### config.mk
export PLATFORM = sky130hd
export DESIGN_NAME = alrl_ctrl
export DESIGN_NICKNAME = d
export VERILOG_FILES = /design/src/hdl/alrl_pkg.sv /design/src/hdl/alrl_ctrl.sv
export SDC_FILE = /design/constraint.sdc
export NUM_CORES = 1
export LEC_CHECK = 0
export BUFFER_PORTS_ARGS = -buffer_cell sky130_fd_sc_hd__buf_2
export CORE_AREA = 2 2 39 41
export CTS_CLUSTER_DIAMETER = 40
export DETAILED_ROUTE_END_ITERATION = 10
export DIE_AREA = 0 0 41 43
export RECOVER_POWER = 50
export SLEW_MARGIN = 20
export SYNTH_ARGS = -nofsm -noshare
export SYNTH_HDL_FRONTEND = slang
export SYNTH_SLANG_ARGS = --single-unit
export TNS_END_PERCENT = 20
### constraint.sdc
create_clock -name clk -period 3.19 [get_ports clk]
set_input_delay 0.638 -clock clk [delete_from_list [all_inputs] [get_ports clk]]
set_output_delay 0.638 -clock clk [all_outputs]
set_load 0.005 [all_outputs]
### src/hdl/alrl_pkg.sv
// ----------------------------------------------------------------------------
// alrl_pkg: shared types and constants of the attempt lockout rate limiter
// Table entry layout, operation codes, register indexes, port widths and
// controller/datapath handshake structs.
// ----------------------------------------------------------------------------
package alrl_pkg;

  // Table geometry
  localparam int DEF_TABLE_ENTRIES = 256;

  // Port widths
  localparam int IDX_IN_W    = 8;
  localparam int TIME_W      = 64;
  localparam int TALLY_W     = 8;
  localparam int IN_TDATA_W  = 72;   // client_index + now_ms, whole bytes
  localparam int IN_TUSER_W  = 2;    // func
  localparam int OUT_TDATA_W = 8;    // allowed, locked, zero fill
  localparam int CFG_IDX_W   = 4;
  localparam int CFG_DATA_W  = 16;
  localparam int LIMIT_W     = 8;
  localparam int SEC_W       = 16;
  localparam int MS_W        = 26;   // 65535 s * 1000 fits in 26 bits

  localparam logic [9:0]         MS_PER_SEC = 10'd1000;
  localparam logic [TALLY_W-1:0] TALLY_MAX  = 8'hFF;

  // Register indexes
  localparam logic [CFG_IDX_W-1:0] CFG_ENABLE  = 4'd0;
  localparam logic [CFG_IDX_W-1:0] CFG_LIMIT   = 4'd1;
  localparam logic [CFG_IDX_W-1:0] CFG_WINDOW  = 4'd2;
  localparam logic [CFG_IDX_W-1:0] CFG_LOCKOUT = 4'd3;

  // Register reset values
  localparam logic               RST_ENABLE  = 1'b1;
  localparam logic [LIMIT_W-1:0] RST_LIMIT   = 8'd5;
  localparam logic [SEC_W-1:0]   RST_WINDOW  = 16'd120;
  localparam logic [SEC_W-1:0]   RST_LOCKOUT = 16'd120;

  typedef enum logic [1:0] {
    OP_CHECK  = 2'd0,
    OP_RECORD = 2'd1,
    OP_FORGET = 2'd2,
    OP_QUERY  = 2'd3
  } func_t;

  // One table slot, as stored in the entry RAM
  typedef struct packed {
    logic               valid;
    logic               locked;
    logic [TALLY_W-1:0] tally;
    logic [TIME_W-1:0]  win_start;
    logic [TIME_W-1:0]  lock_start;
  } entry_t;

  localparam int ENTRY_W = $bits(entry_t);

  // Controller -> datapath commands
  typedef struct packed {
    logic clr_wr;    // clear one slot, advance sweep counter
    logic ld_item;   // latch input word, launch slot read
    logic eval;      // register slot and expiry compares
    logic commit;    // write slot back, load result
  } ctrl_cmd_t;

  // Datapath -> controller status
  typedef struct packed {
    logic clr_last;  // sweep is on the last slot
    logic out_full;  // result register cannot take a new word
  } dp_stat_t;

endpackage

### src/hdl/alrl_ctrl.sv
// ----------------------------------------------------------------------------
// alrl_ctrl: sequencer of the rate limiter
// Runs the clearing sweep after reset, then walks each word through
// read, evaluate and commit of its table slot.
// ----------------------------------------------------------------------------
module alrl_ctrl (
  input  logic                clk,
  input  logic                rst_n,
  input  logic                in_tvalid,
  output logic                in_tready,
  output alrl_pkg::ctrl_cmd_t cmd,
  input  alrl_pkg::dp_stat_t  stat
);

  import alrl_pkg::*;

  typedef enum logic [1:0] {
    ST_CLEAR,
    ST_IDLE,
    ST_EVAL,
    ST_COMMIT
  } state_t;

  state_t state_r, state_nxt;
  logic   in_rdy_r, in_rdy_nxt;

  always_comb begin
    state_nxt  = state_r;
    in_rdy_nxt = in_rdy_r;
    cmd        = '0;
    case (state_r)
      ST_CLEAR: begin
        cmd.clr_wr = 1'b1;
        if (stat.clr_last) begin
          state_nxt  = ST_IDLE;
          in_rdy_nxt = 1'b1;
        end
      end
      ST_IDLE: begin
        if (in_rdy_r && in_tvalid) begin
          cmd.ld_item = 1'b1;
          state_nxt   = ST_EVAL;
          in_rdy_nxt  = 1'b0;
        end
      end
      ST_EVAL: begin
        cmd.eval  = 1'b1;
        state_nxt = ST_COMMIT;
      end
      ST_COMMIT: begin
        // hold until the result register can take the word
        if (!stat.out_full) begin
          cmd.commit = 1'b1;
          state_nxt  = ST_IDLE;
          in_rdy_nxt = 1'b1;
        end
      end
      default: begin
        state_nxt  = ST_CLEAR;
        in_rdy_nxt = 1'b0;
      end
    endcase
  end

  always_ff @(posedge clk) begin
    if (!rst_n) begin
      state_r  <= ST_CLEAR;
      in_rdy_r <= 1'b0;
    end else begin
      state_r  <= state_nxt;
      in_rdy_r <= in_rdy_nxt;
    end
  end

  assign in_tready = in_rdy_r;

  a_ld_then_eval: assert property (@(posedge clk) disable iff (!rst_n)
    cmd.ld_item |=> cmd.eval)
    else $error("slot read not followed by evaluate");

  a_commit_reopens: assert property (@(posedge clk) disable iff (!rst_n)
    cmd.commit |=> (in_tready && !cmd.eval && !cmd.commit))
    else $error("input not reopened after commit");

  a_no_accept_in_clear: assert property (@(posedge clk) disable iff (!rst_n)
    cmd.clr_wr |-> !in_tready)
    else $error("input open during clearing sweep");

endmodule

Word-level counts from Yosys, hierarchy flattened --
Index checks and enable logic that the tools add are counted.
Storage, ports and cells: output and inout port bits 5, register bits 3, word-level logic and storage cells 27, bits of input ports 5
Cells by class: reductions and logical operators 5, equality and inequality tests 6, multiplexer cells 14
Operators with widths (number):
- two-way mux 1 bit | 9
- case mux 2 bit (4 select lines) | 1
- two-way mux 2 bit | 3
- inequality test 2 bit (second input constant) | 3
- == test 2 bit (second input constant) | 2
- AND reduction 4 bit | 1
- case mux 1 bit (3 select lines) | 1
- AND reduction 3 bit | 1
- nonzero test 3 bit | 1
- == test 2 x 1 -> 1 bit (second input constant) | 1
- zero test 2 bit | 1
- logical AND 1 bit | 1

Longest topological paths before layout --
Gate-level depths: netlist of run 1.
depth in word-level cells 3, gate-level depth with buffers 5, depth with buffers taken out 5

Worst setup path after synthesis of run 1 --
OpenSTA, ideal clock, no wires.
path kind input-to-output, start point in stat[0] (netlist bit), end point out cmd[0] (netlist bit), setup slack 1.735 ns, required time 2.552 ns, arrival time 0.817 ns, stages on the path 1, path through and2b_1
On the way: word-level cells in the longest chain between the ends 2
Ends and longest elaborated chain:
- from (decl) | RTL line alrl_ctrl.sv:12 | input alrl_pkg::dp_stat_t stat
- two-way mux 1 bit | RTL line alrl_ctrl.sv:52 | if (!stat.out_full) begin
- two-way mux 1 bit | RTL line alrl_ctrl.sv:31 | case (state_r)
- to (decl) | RTL line alrl_ctrl.sv:11 | output alrl_pkg::ctrl_cmd_t cmd,
No other way between the ends.

==> results_dict.tcl, run 1 <==
set metrics [dict create \
    status "finished clean" \
    tightestPinTransition_ns 0.184 \
    vias_per_cell 4.20 \
    maxSlewViolCount 0 \
    drive_gt1_share_pct 35.9 \
    cts_hold_buf 0 \
    numCtsBuffers 3 \
    synthTopCellsByArea "dfxtp_1 (25%), ha_1 (21%), nand2b_4 (5.8%), nand4_1 (5.2%), and4b_2 (4.7%)" \
    start_kind "register" \
    min_period_ns 1.83 \
    cp_cell_sequence "inv_1, ha_1, and3_1, buf_2" \
    cts_sinks 3 \
    floorplan.die_area_um2 1760 \
    diodes 0 \
    fp-row-count 14 \
    fill_cells 160 \
    cp_slowest_cell "dfxtp_1" \
    ys_types 17 \
    slowest_delay_ns 0.36 \
    power_frac_comb_pct 48.9 \
    yosysSeqAreaShare_pct 25.1 \
    p_leak_nw 0.166 \
    io_buffers 9 \
    worstPathMaxFanout 4 \
    globalplace.congestion 0.664 \
    rsz0062_at_grt "false" \
    ys_warn_count 0 \
    endpoint_kind "output pin" \
    die_w_um 41 \
    layout_commonest_cell "buf_2" \
    post_cts_resized 0 \
    setup_viol 0 \
    vias 231 \
    nets 49 \
    core_area_um2 1380 \
    avgSynthCellArea_um2 9.19 \
    first_global_vias 223 \
    final_cell_mix "buf_2 (8), ha_1 (4), nand2_1 (3), clkbuf_4 (3), dfxtp_1 (3)" \
    timing.hold.ws_ns 0.503 \
    start_util_pct 17.3 \
    switching_share_pct 37.2 \
    grt_usage_pct 7.62 \
    synthAdderAreaFrac_pct 20.9 \
    pwr-share-seq_pct 27.3 \
    ys_ff_latch 3 \
    synthMuxAreaShare_pct 4.19 \
    syn-cell-area_um2 239 \
    max-vdd-ir-drop_uv 215 \
    yosys.area_share.xor_xnor_pct 0 \
    skew_ns 0.000290 \
    power_per_cell_area_nw_per_um2 852 \
    fin_tns_setup_ns 0 \
    p_switching_uw 102 \
    maxSlewHeadroom_pct 87.7 \
    crit_type "reg2out" \
    synth_compound_area_share_pct 9.95 \
    max_freq_ghz 0.547 \
    yosysTopAreaCellShare_pct 25.1 \
    grt_max_degree 7 \
    cts_max_path_buffers 2 \
    wirelength_um 499 \
    insertion_delay_ns 0.23 \
    gr-total-overflow 0 \
    remaining_drc_errors 0 \
    syn-instance-count 26 \
    cts_root_buf "clkbuf_4" \
    syn_nets 35 \
    hp-class "reg2reg" \
    synth-simple-area-share_pct 36.6 \
    cap_violations 0 \
    clk_pin_slew_ns 0.04 \
    die_h_um 43 \
    ioPinCount 10 \
    hold_viol_final 0 \
    h-tree-depth 1 \
    synth_top_family_by_area "simple AND/OR/NAND/NOR gates" \
    antenna_found_initial 0 \
    dr.pass1.iters 1 \
    final.period_utilization_pct 57.3 \
    syn_to_final_growth_pct 34.6 \
    drt_iter0_markers 0 \
    arrival_ns 1.19 \
    synth_area_leader_cell "dfxtp_1" \
    post_cts_buffers 0 \
    grt_pass1_wl_um 876 \
    ant_nets 0 \
    wl_per_cell_um 9.07 \
    power_frac_clock_pct 23.8 \
    critPathRequiredTime_ns 2.55 \
    cts_tree "done" \
    p_int_uw 172 \
]
Yosys cell counts:
library cell / instances
nor2_1: 1
mux2i_1: 1
nand2b_4: 1
nand2_2: 1
and2b_1: 1
o21ai_1: 1
nand2_1: 3
a21bo_2: 1
and4b_2: 1
inv_1: 2
and4b_1: 1
ha_1: 4
dfxtp_1: 3
a31o_1: 1
and3_1: 1
nand3_1: 1
nand4_1: 2
path summary, 6_finish.rpt:
path                      startpoint                      end  slack, ns  cells after the start
max          state_r[1]$_SDFFE_PN0P_                   cmd[2]       1.36                      4
min          state_r[1]$_SDFFE_PN0P_  state_r[1]$_SDFFE_PN0P_       0.50                      2
max reg2reg  state_r[0]$_SDFFE_PN0P_  state_r[0]$_SDFFE_PN0P_       1.89                      5
min reg2reg  state_r[1]$_SDFFE_PN0P_  state_r[1]$_SDFFE_PN0P_       0.50                      2
critical path, delay by kind of cell, from the launching register on:
kind,cells,cell delay (ns)
buf+inv,2,0.20
fa+ha+maj,1,0.22
simple gates,1,0.19
flops,1,0.36
layer usage:
layer | global-route usage [%] | vias up | routed length (um)
met5 | 0 | - | 0
met4 | 2.00 | 0 | 0
met3 | 6.28 | 0 | 32
met2 | 10.0 | 6 | 225
met1 | 9.29 | 106 | 241
li1 | - | 119 | -
kinds of logic (layout without fill, tap and decap cells):
group,Yosys count,count (layout)
multiplexers,1,1
flip-flops,3,3
buffers and inverters,2,15
adder cells (fa/ha/maj),4,4
AND/OR/NAND/NOR,13,13
AO/OA/AOI/OAI,3,3
sequential cells by signal, summed over array words and instances (netlist names):
signal,flops
in_tready,1
state_r,2
power groups by stage:
stage               registers, mW  clock network [mW]  logic (mW)
floorplan                  0.0728                   0       0.104
global placement           0.0753                   0       0.144
detailed placement         0.0761                   0       0.146
CTS                        0.0756              0.0686       0.147
global route               0.0788              0.0702       0.157
finish                     0.0747              0.0653       0.134
stage by stage:
step / util (%) / instances / total power, mW / area (um^2) / setup slack, ns
3_5_place_dp: 22.0 / 51 / 0.222 / 304 / 1.53
3_3_place_gp: 22.0 / 51 / 0.219 / 304 / 1.53
5_1_grt: 23.2 / 55 / 0.306 / 322 / 1.27
6_report: 23.2 / 55 / 0.274 / 322 / 1.36
2_1_floorplan: - / 26 / 0.177 / 239 / 1.73
4_1_cts: 23.9 / 55 / 0.291 / 330 / 1.34
cell type report:
cell class                 count  area (um^2)  share of cell area [%]
multi-input combinational     21          164                    51.0
inverter                       2         7.51                    2.33
tap                           16         20.0                    6.23
timing repair buffer           9         43.8                    13.6
sequential                     3         60.1                    18.7
clock buffer                   4         26.3                    8.17
Note: power is estimated with default switching activity, not from simulation.
==> inputs of run 2 (changes only) <==
- ABC_AREA: not set -> 1
- clock period: 3.19 -> 1.5 ns (I/O delays scaled with it)
==> run 2 against run 1 <==
Sequential share of layout area grew 0.76 points. Via count shrank 5.2%. First-iteration DRC count grew 1. Total power grew 110%. Sequential power grew 99%. Highest routed layer is now met4. Global-route usage shrank 1.4 points. Area after synthesis shrank 5.2%. Largest power group unchanged. Cell count grew 15%. Clock skew is essentially flat.
==> results_dict.tcl, run 2 <==
set metrics [dict create \
    yosysSeqAreaShare_pct 26.5 \
    diodes 0 \
    io_buffers 9 \
    yosysMostFrequentCell "nand2_1" \
    cp_cell_sequence "inv_1, ha_1, inv_1, nor2_1, buf_2" \
    p_leak_nw 0.178 \
    endpoint_kind "output pin" \
    crit_type "reg2out" \
    vias 219 \
    core_area_um2 1380 \
    final_util_pct 22.3 \
    regMostFlops "state_r" \
    slowest_delay_ns 0.35 \
    power_per_cell_area_nw_per_um2 1900 \
    whs_path_depth 3 \
    cts_sinks 3 \
    cts_hold_buf 0 \
    fill_cells 174 \
    wl_per_cell_um 7.44 \
    setup_viol 0 \
    cp_slowest_cell "dfxtp_1" \
    post-dp-hpwl_um 387 \
    syn-cell-area_um2 226 \
    post_cts_resized 0 \
    synthTopCellsByArea "dfxtp_1 (27%), ha_1 (22%), nand2_1 (15%), nor2_1 (13%), inv_1 (9.9%)" \
    rsz0062_at_grt "false" \
    cap_violations 0 \
    remaining_drc_errors 0 \
    fp-row-count 14 \
    syn_nets 43 \
    vias_per_cell 3.48 \
    hp-class "in2reg" \
    reg2regPathDepth 7 \
    ff2ff_setup_slack_ns 0.34 \
    status "finished clean" \
    grt_pass1_wl_um 614 \
    fin_ws_ns 0.0803 \
    max_freq_ghz 0.704 \
    hp-start "rst_n" \
    avgSynthCellArea_um2 6.66 \
    hold_viol_final 0 \
    numCtsBuffers 3 \
    critPathMostFrequentCell "inv_1" \
    globalplace.congestion 0.626 \
    critPathRequiredTime_ns 1.20 \
    cts_max_path_buffers 2 \
    arrival_ns 1.12 \
    synth_area_leader_cell "dfxtp_1" \
    nets 57 \
    ant_nets 0 \
    wirelength_um 469 \
    grt_usage_pct 6.21 \
    fin_tns_setup_ns 0 \
    ys_ff_latch 3 \
    ys_types 9 \
    largest_reg_flops 2 \
    synth-edff-count 0 \
    start_util_pct 16.4 \
    yosys_most_used_dff "dfxtp_1" \
    start_kind "register" \
    finalPower_uw 588 \
    cp_num_cells 5 \
    grt_max_degree 5 \
    drive_gt1_share_pct 27.7 \
    min_to "state_r[1]$_SDFFE_PN0P_" \
    timing.hold.ws_ns 0.325 \
    die_h_um 43 \
    path_buf_inv 3 \
    dr.pass1.iters 2 \
    first_global_vias 179 \
    gr-total-overflow 0 \
    skew_ns 0.000234 \
    final_cell_mix "nand2_1 (9), buf_2 (9), nor2_1 (8)" \
    cts_root_buf "clkbuf_4" \
    r2r_start "state_r[0]$_SDFFE_PN0P_" \
    maxSlewViolCount 0 \
    synth_commonest_cells "nand2_1 (9), nor2_1 (8), inv_1 (6)" \
    clk_pin_slew_ns 0.04 \
    antenna_found_initial 0 \
    min_period_ns 1.42 \
    syn_to_final_growth_pct 36.5 \
    final.period_utilization_pct 94.6 \
    yosysTopAreaCellShare_pct 26.5 \
    cts_tree "done" \
    postSynth.asyncResetShare_pct 0 \
    die_w_um 41 \
    syn-instance-count 34 \
    post_cts_buffers 0 \
    floorplan.die_area_um2 1760 \
    maxSlewHeadroom_pct 90.1 \
    r2r-end "in_tready$_SDFFE_PN0P_" \
    tightestPinTransition_ns 0.148 \
    worstPathMaxFanout 3 \
    insertion_delay_ns 0.23 \
    ys_warn_count 0 \
    pre_cts_ws_ns 0.320 \
    drt_iter0_markers 1 \
    critPathTopFamily "flip-flops" \
    h-tree-depth 1 \
    ioPinCount 10 \
    max-vdd-ir-drop_uv 302 \
]
## run 2: changes by cell type after synthesis, moves of 2 or more
cell and change:
nand2_1 +6, nand4_1 -2, inv_1 +4, nor2_1 +7
## run 2: kinds of logic (layout without fill, tap and decap cells)
logic type | count (synthesis) | in the layout | synth area share [%]
compound gates | 1 | 1 | 3.87
fa+ha+maj | 4 | 4 | 22.1
buf+inv | 6 | 19 | 9.94
flops | 3 | 3 | 26.5
simple gates | 20 | 20 | 37.6
## run 2: cell type report
cell class / count / area [um^2] / share of cell area, %
Clock buffer: 4 / 26.3 / 8.50
Inverter: 6 / 22.5 / 7.29
Multi-Input combinational cell: 25 / 135 / 43.7
Sequential cell: 3 / 60.1 / 19.4
Tap cell: 16 / 20.0 / 6.48
Timing Repair Buffer: 9 / 45.0 / 14.6
## run 2: routing by layer
metal | vias up | part of all wire [%] | GRT usage, %
met1 | 83 | 44 | 4.46
met4 | 0 | 0.85 | 8.00
met3 | 2 | 9.2 | 4.71
met5 | - | 0 | 0
li1 | 127 | - | -
met2 | 7 | 46 | 8.44
## run 2: worst max path at each step
| stage | startpoint | end |
|---|---|---|
| after CTS | state_r[1]$_SDFFE_PN0P_ | cmd[2] |
| after floorplan | state_r[0]$_SDFFE_PN0P_ | state_r[0]$_SDFFE_PN0P_ |
| final | state_r[1]$_SDFFE_PN0P_ | cmd[2] |
| after global routing | state_r[1]$_SDFFE_PN0P_ | cmd[2] |
| after global placement | state_r[1]$_SDFFE_PN0P_ | cmd[2] |
| after detailed placement | state_r[1]$_SDFFE_PN0P_ | cmd[2] |
## run 2: worst reg2reg max path: stages (launching register included)
cell and delay [ns]:
dfxtp_1 0.35, inv_1 0.09, ha_1 0.21, a21oi_1 0.13, nand3_1 0.11, nand2_1 0.08, nand2_1 0.04, nor2_1 0.09
## run 2: power by group
part / switching [mW] / internal [mW] / total, mW / leakage [nW]
Sequential: 0.0300 / 0.119 / 0.149 / 0.0250
Clock: 0.0430 / 0.0998 / 0.143 / 0.0150
Combinational: 0.174 / 0.123 / 0.297 / 0.138
## run 2: per-stage QoR
stage | instance area (um^2) | instances
finish | 309 | 63
global placement | 292 | 59
global route | 309 | 63
CTS | 318 | 63
detailed placement | 292 | 59
floorplan | 226 | 34
==> inputs of run 3 (changes only) <==
- CELL_PAD_IN_SITES_DETAIL_PLACEMENT: not set -> 1
- CELL_PAD_IN_SITES_GLOBAL_PLACEMENT: not set -> 1
- PLACE_DENSITY_LB_ADDON: not set -> 0.1
==> run 3 against run 2 <==
Register-to-register slack hardly changed. Setup slack better by 0.019 ns. Combinational power is 5% higher. Sequential power hardly changed.
==> results_dict.tcl, run 3 (synthesis results as in run 2) <==
set metrics [dict create \
    max-vdd-ir-drop_uv 525 \
    fin_area_um2 315 \
    cap_violations 0 \
    antenna_found_initial 0 \
    pre_cts_ws_ns 0.298 \
    wl_per_cell_um 8.60 \
    tightestPinTransition_ns 0.162 \
    drt_iter0_markers 1 \
    vias_per_cell 3.76 \
    endpoint_kind "output pin" \
    io_buffers 9 \
    finalPower_uw 603 \
    syn_to_final_growth_pct 39.2 \
    diodes 0 \
    fin_tns_setup_ns 0 \
    die_w_um 41 \
    core_area_um2 1380 \
    nets 57 \
    cts_sinks 3 \
    placedCellCount 59 \
    ioPinCount 10 \
    numCtsBuffers 3 \
    wirelength_um 542 \
    path_buf_inv 3 \
    grt_usage_pct 9.20 \
    cts_tree "done" \
    hp-class "in2reg" \
    globalplace.congestion 0.684 \
    grt_pass1_wl_mm 1.03 \
    drive_gt1_share_pct 34.0 \
    first_global_vias 271 \
    vias 237 \
    min_to "state_r[1]$_SDFFE_PN0P_" \
    final.period_utilization_pct 93.4 \
    cp_slowest_cell "dfxtp_1" \
    post_cts_buffers 0 \
    hold_viol_final 0 \
    fill_cells 187 \
    p_leak_nw 0.177 \
    timing.hold.ws_ns 0.318 \
    crit_type "reg2out" \
    critPathRequiredTime_ns 1.20 \
    fin_ws_ns 0.0989 \
    status "finished clean" \
    gr-total-overflow 0 \
    r2r-end "state_r[0]$_SDFFE_PN0P_" \
    max_freq_ghz 0.714 \
    r2r_start "state_r[0]$_SDFFE_PN0P_" \
    cts_root_buf "clkbuf_4" \
    largest_reg_flops 2 \
    fp-row-count 14 \
    min_period_ns 1.40 \
    arrival_ns 1.10 \
    floorplan.die_area_um2 1760 \
    dr.pass1.iters 2 \
    power_per_cell_area_nw_per_um2 1910 \
    setup_viol 0 \
    die_h_um 43 \
    cts_max_path_buffers 2 \
    rsz0062_at_grt "true" \
    maxSlewHeadroom_pct 89.2 \
    placed_cell_area_um2 292 \
    ant_nets 0 \
    ff2ff_setup_slack_ns 0.33 \
    worstPathMaxFanout 3 \
    cts_hold_buf 0 \
    grt_max_degree 5 \
    instances_no_fill 63 \
    regMostFlops "state_r" \
    insertion_delay_ns 0.24 \
    maxSlewViolCount 0 \
    hp-start "rst_n" \
    start_util_pct 16.4 \
    start_kind "register" \
    whs_path_depth 3 \
    critPathTopFamily "flip-flops" \
    h-tree-depth 1 \
    slowest_delay_ns 0.37 \
    skew_ns 0.000395 \
    remaining_drc_errors 0 \
    final_util_pct 22.8 \
    final_cell_mix "nand2_1 (9), buf_2 (9), nor2_1 (8)" \
    cp_cell_sequence "inv_2, ha_2, inv_1, nor2_1, buf_2" \
    reg2regPathDepth 7 \
    clk_pin_slew_ns 0.04 \
]
==> run 3: cell counts in the layout (fill, tap and decap cells not counted) <==
No cell type changed its count.
==> run 3: final cells by class <==
class                      count  area, um^2  share of cell area (%)
multi-input combinational     25         141                    44.8
timing repair buffer           9        45.0                    14.3
clock buffer                   4        26.3                    8.33
tap                           16        20.0                    6.35
inverter                       6        22.5                    7.14
sequential                     3        60.1                    19.0
==> run 3: timing repair <==
item	in CTS	in global routing
setup endpoints to repair	0	1
gates resized for setup	0	2
hold endpoints to repair	0	0
==> run 3: worst max-delay path by stage <==
stage / from / to / slack, ns / cells after the start
after floorplan: state_r[0]$_SDFFE_PN0P_ / state_r[0]$_SDFFE_PN0P_ / 0.45 / 6
after global placement: state_r[1]$_SDFFE_PN0P_ / cmd[2] / 0.32 / 5
after detailed placement: state_r[1]$_SDFFE_PN0P_ / cmd[2] / 0.30 / 5
after CTS: state_r[1]$_SDFFE_PN0P_ / cmd[2] / 0.04 / 5
after global routing: state_r[1]$_SDFFE_PN0P_ / cmd[2] / -0.0007 / 5
final: state_r[1]$_SDFFE_PN0P_ / cmd[2] / 0.1 / 5
==> run 3: power by group <==
part,switching [mW],internal (mW),leakage [nW]
Combinational,0.182,0.130,0.137
Sequential,0.0294,0.119,0.0250
Clock,0.0434,0.0998,0.0150
==> run 3: worst register-to-register path, delay by kind of cell (launching register included) <==
family / cells / cell delay, ns
adders and majority gates: 1 / 0.21
buffers and inverters: 1 / 0.09
DFF: 1 / 0.35
and+or+nand+nor: 5 / 0.47
==> run 3: per-layer routing <==
layer | wire length (um) | global-route usage, % | up-vias
met4 | 10 | 6.00 | 0
met2 | 285 | 13.1 | 6
li1 | - | - | 125
met5 | 0 | 0 | -
met1 | 209 | 9.21 | 104
met3 | 37 | 6.28 | 2
